$ cat config.mk
export PLATFORM = sky130hd
export DESIGN_NAME = cses_cfg
export DESIGN_NICKNAME = d
export VERILOG_FILES = /design/src/rtl/cses_pkg.sv /design/src/rtl/cses_cfg.sv
export SDC_FILE = /design/constraint.sdc
export NUM_CORES = 1
export LEC_CHECK = 0
export BUFFER_PORTS_ARGS = -buffer_cell sky130_fd_sc_hd__buf_2
export CAP_MARGIN = 20
export CORE_ASPECT_RATIO = 0.6
export CORE_MARGIN = 5
export CORE_UTILIZATION = 51
export CTS_BUF_LIST = sky130_fd_sc_hd__clkbuf_16
export DETAILED_ROUTE_END_ITERATION = 8
export PLACE_DENSITY = 0.93
export SYNTH_ARGS = -nofsm -noshare
export SYNTH_HDL_FRONTEND = slang
export SYNTH_SLANG_ARGS = --single-unit
$ cat constraint.sdc
create_clock -name aclk -period 2.4 [get_ports aclk]
set_input_delay 0.36 -clock aclk [delete_from_list [all_inputs] [get_ports aclk]]
set_output_delay 0.36 -clock aclk [all_outputs]
set_load 0.05 [all_outputs]
$ cat src/rtl/cses_pkg.sv
`default_nettype none
package cses_pkg;

    localparam int PAYLOAD_BYTES    = 8;
    localparam int FACTOR_FRAC_BITS = 16;
    localparam int OUT_FRAC_BITS    = 16;

    localparam int PAYLOAD_BITS = PAYLOAD_BYTES * 8;
    localparam int WORD_W       = 64;
    localparam int START_W      = 6;
    localparam int LENGTH_W     = 7;
    localparam int FACTOR_W     = 32;
    localparam int OFFSET_W     = 48;
    localparam int HALF_W       = WORD_W / 2;

    localparam int CFG_INDEX_W = 3;
    localparam int CFG_DATA_W  = OFFSET_W;

    localparam int S_TDATA_W = WORD_W;
    localparam int M_TDATA_W = 3 * WORD_W;
    localparam int M_TUSER_W = 2;

    localparam logic [WORD_W-1:0] PAYLOAD_MASK =
        (PAYLOAD_BITS >= WORD_W) ? {WORD_W{1'b1}}
                                 : ~({WORD_W{1'b1}} << PAYLOAD_BITS);

    localparam logic [START_W-1:0]  START_RESET  = '0;
    localparam logic [LENGTH_W-1:0] LENGTH_RESET = LENGTH_W'(1);
    localparam logic [FACTOR_W-1:0] FACTOR_RESET = FACTOR_W'(65536);
    localparam logic [OFFSET_W-1:0] OFFSET_RESET = '0;

    typedef enum logic [CFG_INDEX_W-1:0] {
        CFG_START_BIT     = 3'd0,
        CFG_SIGNAL_LENGTH = 3'd1,
        CFG_BYTE_ORDER    = 3'd2,
        CFG_SCALE_FACTOR  = 3'd3,
        CFG_SCALE_OFFSET  = 3'd4
    } cfg_index_t;

    typedef enum logic {
        ORDER_INTEL    = 1'b0,
        ORDER_MOTOROLA = 1'b1
    } byte_order_t;

    typedef struct packed {
        logic [START_W-1:0]         start_bit;
        logic [LENGTH_W-1:0]        signal_length;
        byte_order_t                byte_order;
        logic signed [FACTOR_W-1:0] scale_factor;
        logic signed [OFFSET_W-1:0] scale_offset;
    } cfg_t;

    typedef struct packed {
        logic [WORD_W-1:0] raw_value;
        logic [WORD_W-1:0] signal_mask;
        logic              out_of_range;
    } ext_t;

    typedef struct packed {
        logic [WORD_W-1:0]        raw_value;
        logic [WORD_W-1:0]        signal_mask;
        logic signed [WORD_W-1:0] physical_value;
        logic                     saturated;
        logic                     out_of_range;
    } result_t;

    typedef struct packed {
        logic prod_en;
        logic sum_en;
        logic out_en;
    } scale_en_t;

    // Reverse the bit order inside each byte; maps a Motorola walk onto a
    // straight upward run.
    function automatic logic [WORD_W-1:0] byte_bit_swap(input logic [WORD_W-1:0] v);
        logic [WORD_W-1:0] r;
        r = '0;
        for (int i = 0; i < WORD_W; i++) begin
            r[i] = v[(i & ~7) | (7 - (i & 7))];
        end
        return r;
    endfunction

    function automatic logic [WORD_W-1:0] bit_reverse(input logic [WORD_W-1:0] v);
        logic [WORD_W-1:0] r;
        r = '0;
        for (int i = 0; i < WORD_W; i++) begin
            r[i] = v[WORD_W-1-i];
        end
        return r;
    endfunction

endpackage
`default_nettype wire

$ cat src/rtl/cses_cfg.sv
`default_nettype none
module cses_cfg (
    input  wire logic                              aclk,
    input  wire logic                              aresetn,
    input  wire logic                              cfg_valid,
    input  wire logic [cses_pkg::CFG_INDEX_W-1:0]  cfg_index,
    input  wire logic [cses_pkg::CFG_DATA_W-1:0]   cfg_data,
    output cses_pkg::cfg_t                         cfg
);
    import cses_pkg::*;

    cfg_t cfg_reg;
    cfg_t cfg_next;

    always_comb begin
        cfg_next = cfg_reg;
        if (cfg_valid) begin
            case (cfg_index)
                CFG_START_BIT:     cfg_next.start_bit     = cfg_data[START_W-1:0];
                CFG_SIGNAL_LENGTH: cfg_next.signal_length = cfg_data[LENGTH_W-1:0];
                CFG_BYTE_ORDER:    cfg_next.byte_order    = byte_order_t'(cfg_data[0]);
                CFG_SCALE_FACTOR:  cfg_next.scale_factor  = $signed(cfg_data[FACTOR_W-1:0]);
                CFG_SCALE_OFFSET:  cfg_next.scale_offset  = $signed(cfg_data[OFFSET_W-1:0]);
                default:           cfg_next = cfg_reg;
            endcase
        end
    end

    always_ff @(posedge aclk) begin
        if (!aresetn) begin
            cfg_reg.start_bit     <= START_RESET;
            cfg_reg.signal_length <= LENGTH_RESET;
            cfg_reg.byte_order    <= ORDER_INTEL;
            cfg_reg.scale_factor  <= $signed(FACTOR_RESET);
            cfg_reg.scale_offset  <= $signed(OFFSET_RESET);
        end else begin
            cfg_reg <= cfg_next;
        end
    end

    assign cfg = cfg_reg;

endmodule
`default_nettype wire

Yosys cells after proc, flatten, opt, wreduce, memory -nomap -nowiden
Index checks and enable logic that the tools add are counted. Widths: inputs -> output; s select.

Reductions and logical operators: 6. Equal/unequal tests: 4.

Operators by type and width (count): $reduce_and 2->1 (5); $eq 3x2->1 const B (2); $eq 3x1->1 const B (1); $eq 3x3->1 const B (1); $logic_not 3->1 (1).

Bits in registers: 94. Input bits: 54.

Depth between registers and ports, before layout
Word-level depth: 2. Gate-level depth with buffers: 5.

Worst setup path after synthesis
No wires, ideal clock.

Path type: input port to flip-flop. Start: input port cfg_index[1] (netlist name). End: register cfg_reg, in the netlist cfg[27]. Arrival: 1.188 ns. Library setup time: 0.072 ns. Buffers on the path: 3. Stages on the path: 5. Path slack: 1.141 ns. Data required time: 2.328 ns. Cells stage by stage: and4bb_1 -> buf_2 -> buf_6 -> buf_6 -> mux2i_1.

Longest elaborated chain between the ends: 2.

Ends and longest elaborated chain: start: declaration (line cses_cfg.sv:6) `input wire logic [cses_pkg::CFG_INDEX_W-1:0] cfg_index,`; $eq 3x3->1 (line cses_cfg.sv:18) `case (cfg_index)`; $reduce_and 2->1 (no line); end signal: assignment (line cses_cfg.sv:37) `cfg_reg <= cfg_next;`; end: declaration (line cses_cfg.sv:12) `cfg_t cfg_reg;`.

Every way passes these cells. A chain may end at the register's enable or synchronous reset.

Final worst setup path
Start: register cfg_reg, in the netlist cfg[78]. End: output port cfg[78] (netlist name).

RTL lines: end: declaration (line cses_cfg.sv:8) `output cses_pkg::cfg_t cfg`.

No word-level cell between the ends.

==> impl.org <==
** Status
- Result of the run :: completed

** Critical path
- In this design, the stage delay of the slowest critical-path cell is 0.35 ns.
- Of all nets on the critical path, the largest fanout is 2.
- CP Data Arrival Time :: 0.96 ns
- Kind of critical path :: reg2out
- The signal on the critical path passes through buf_2.
- The worst setup path is captured at a primary output.
- Slowest stage cell on the critical path :: sky130_fd_sc_hd__dfxtp_1
- Register-to-register path setup slack :: 1.76 ns
- Grouping stages by cell kind, the critical path spends the most delay in flip-flops.
- Critical path data required time :: 2.04 ns
- STA classifies the critical path startpoint as a register.
- In this run the number of cells on the critical path is 1.
- Depth of the most critical reg-to-reg path :: 2
- Number of buffer and inverter stages on the critical path :: 1

** Clock network
- Clock latency on the worst-skew pair, taken at its later pin, is 0.33 ns.
- Cell chosen for the clock root :: sky130_fd_sc_hd__clkbuf_16
- Hold repair after CTS inserted 0 buffers.
- The longest clock path from root to sink contains 2 buffers.
- After clock tree synthesis, the setup repair step added 0 buffers.
- CTS saw 94 sinks.
- TritonCTS clock tree :: done
- After clock tree synthesis, the clock-pin slew on the worst setup and hold paths is 0.06 ns.
- The number of gates resized after CTS was 0.
- H-tree levels :: 3
- Cts bufs inserted :: 9

** Timing
- The number of hold-slack violations in the final timing report is 0.
- Summed over all failing endpoints, the final setup total negative slack is 0 ns.
- Min Tclk post-route :: 1.32 ns
- The number of slew-limit violations in the final report is 0.
- Worst Slack Setup Final :: 1.08 ns
- Post-route clock period utilization :: 55.2%
- The worst pin sits at a relative slew slack of 60.9%.
- Setup violations remaining at the end of the flow were counted as 0.
- For the final database, setup skew stands at 0 ns.
- Slew @ Worst Pin :: 0.583 ns
- Setup repair after global routing left no endpoint under its margin.
- Achievable Freq :: 755 MHz

** Cells and area
- After the last flow step, the layout net total stands at 555.
- Number of flip-flops under the largest register name :: 94
- Commonest non-fill, non-tap cell in the layout :: sky130_fd_sc_hd__buf_2
- The repair_antennas step left the layout with diodes totalling 0.
- After filler insertion, the fill cell instance count of the layout stands at 522.
- Fraction of layout cells with a size suffix above 1 :: 34.0%
- Syn-to-layout area delta :: 29.9%
- In the layout the commonest cells are 146 x sky130_fd_sc_hd__buf_2, 140 x sky130_fd_sc_hd__nand2_1, 94 x sky130_fd_sc_hd__mux2i_1, 94 x sky130_fd_sc_hd__dfxtp_1, 9 x sky130_fd_sc_hd__clkbuf_16.
- Number of cells in the finished layout apart from fillers :: 593

** Power and ir drop
- Relative contribution of the clock network to total power :: 42.9%
- Total power per unit cell area :: 736 mW/mm²
- Switching component of the power :: 833 µW
- IR analysis of the VDD net gives a maximum drop of 521 µV.
- Summed over all cells, the static leakage comes to 0.00219 µW.
- Logic pwr share :: 10.2%
- Cell internal pwr :: 2610 µW
- In this run, flip-flops and latches consume 46.9% of the power.
- Net switching fraction of the power :: 24.2%

** Routing
- In this run the remaining antenna-violating nets after routing total 0.
- Summed over all nets, wire length on met2 after detailed routing comes to 4390 µm.
- After detailed routing, the average wire length per cell comes to 15.5 µm.
- After the first detailed-routing iteration, the DRC count stood at 167.
- Number of detailed-routing iterations run before antenna repair :: 5
- Detailed routing inserted a total of 2947 vias.
- Routed length on met3 :: 777 µm
- After detailed routing, the number of vias per cell comes to 4.97.
- Summed over all layers, the routed wires come to 9160 µm.
- The highest layer touched by signal routing is met4.
- In the final routing, the length of wire on met1 measures 3910 µm.
- Detailed-route DRC error count :: 0

** Die
- After floorplanning, the core was divided into 23 placement rows.
- During I/O placement, the number of pins put on the boundary was 148.
- Floorplan Core Area :: 0.00676 mm²
- Die outline area :: 0.00889 mm²
- Once the floorplan was initialized, standard cells occupied 53.2% of the core.
- Die boundary height :: 75.0 µm
- Measured along the x axis, the die boundary spans 118 µm.

** Yosys
- Area fraction of the dominant cell type after synthesis :: 52.3%
- The number of nets in the synthesized netlist is 419.
- The cell area that synthesis handed to floorplanning was 0.00360 mm².
- Yosys mapped the design onto 13 distinct sky130hd cell types.
- Synthesis inferred 94 register bits.
- Synth warn :: 0
- Averaged over all synthesized cells, the footprint is 9.85 µm².
- Synthesis handed over a netlist of 365 instances.
- Summing the sequential cell areas from Yosys gives 52.3% of the chip area.
- Synth area leaders :: sky130_fd_sc_hd__dfxtp_1 52%, sky130_fd_sc_hd__mux2i_1 26%, sky130_fd_sc_hd__nand2_1 15%
- Leading area contributor after synthesis :: sky130_fd_sc_hd__dfxtp_1

** Global route
- The first global-routing pass estimated 14500 µm of wire.
- Global routing usage summed across all routing layers :: 20.2%
- Entering global routing, the biggest net connects 72 pins.
- The number of global-route vias before repair came to 3035.
- Antenna violations before repair :: 0
- The total overflow left after global routing is 0.

** Placed design
- Once placement completed, the tool counted placed cells totaling 577.
- Buffers on Ports :: 147
- Routability-driven placement finished with a final weighted congestion of 0.792.
- Final HPWL from detailed placement :: 6750 µm
- Placement-stage worst setup slack :: 0.793 ns

** Hold path
- Path category of the worst min-delay check :: in2reg
- Worst hold stages :: 3

** Flow run
- Max-cap violations in this run came to 0.
==> cell families after synthesis <==
group | count (synthesis) | share of synthesized area [%]
buffers and inverters | 28 | 4.49
flip-flops | 94 | 52.3
multiplexers | 94 | 26.2
AND/OR/NAND/NOR | 149 | 17.0
==> power by group through the flow <==
| stage | Clock [µW] | Sequential [µW] | Combinational, µW |
|---|---|---|---|
| after floorplan | 0 | 1770 | 122 |
| after global placement | 0 | 1650 | 341 |
| after detailed placement | 0 | 1650 | 350 |
| after CTS | 1500 | 1610 | 351 |
| after global routing | 1570 | 1620 | 373 |
| final | 1480 | 1610 | 349 |
==> area by class of cell <==
type	count	area [µm²]	area share (%)
multi-input combinational	243	1560	33.3
timing repair buffer	153	808	17.3
tap	87	109	2.33
clock buffer	9	225	4.82
sequential	94	1880	40.3
clock inverter	7	88.8	1.90
==> layer usage <==
| layer | vias up | GRT usage (%) |
|---|---|---|
| met5 | - | 0 |
| met4 | 0 | 5.28 |
| met3 | 9 | 7.13 |
| met2 | 110 | 35.6 |
| met1 | 1370 | 24.1 |
| li1 | 1458 | - |
==> synthesized netlist by cell type, drive strengths merged <==
cell type / number
nand2: 140
dfxtp: 94
mux2i: 94
buf: 15
clkbuf: 13
nor2b: 4
and4bb: 2
and4b: 1
nand4bb: 1
or4b: 1
==> per-stage QoR <==
stage	utilization (%)	area (µm²)	total power (µW)	hold slack, ns
global route	69.0	4670	3560	0.282
floorplan	-	3600	1890	0.502
finish	69.0	4670	3440	0.273
global placement	64.4	4360	1990	0.439
detailed placement	64.4	4360	2000	0.446
CTS	69.0	4670	3470	0.261
==> worst reg2reg max path: stages, from the launching register on <==
cell	delay [ns]
sky130_fd_sc_hd__dfxtp_1	0.34
sky130_fd_sc_hd__nand2_1	0.06
sky130_fd_sc_hd__mux2i_1	0.16
==> path summary, 6_finish.rpt <==
check / start / end
worst max-delay path: cfg[78] / cfg[78]
worst min-delay path: cfg_data[46] / cfg[46]
worst max register to register: cfg[19] / cfg[19]
worst min register to register: cfg[65] / cfg[65]
(Power assumes the default switching activity.)
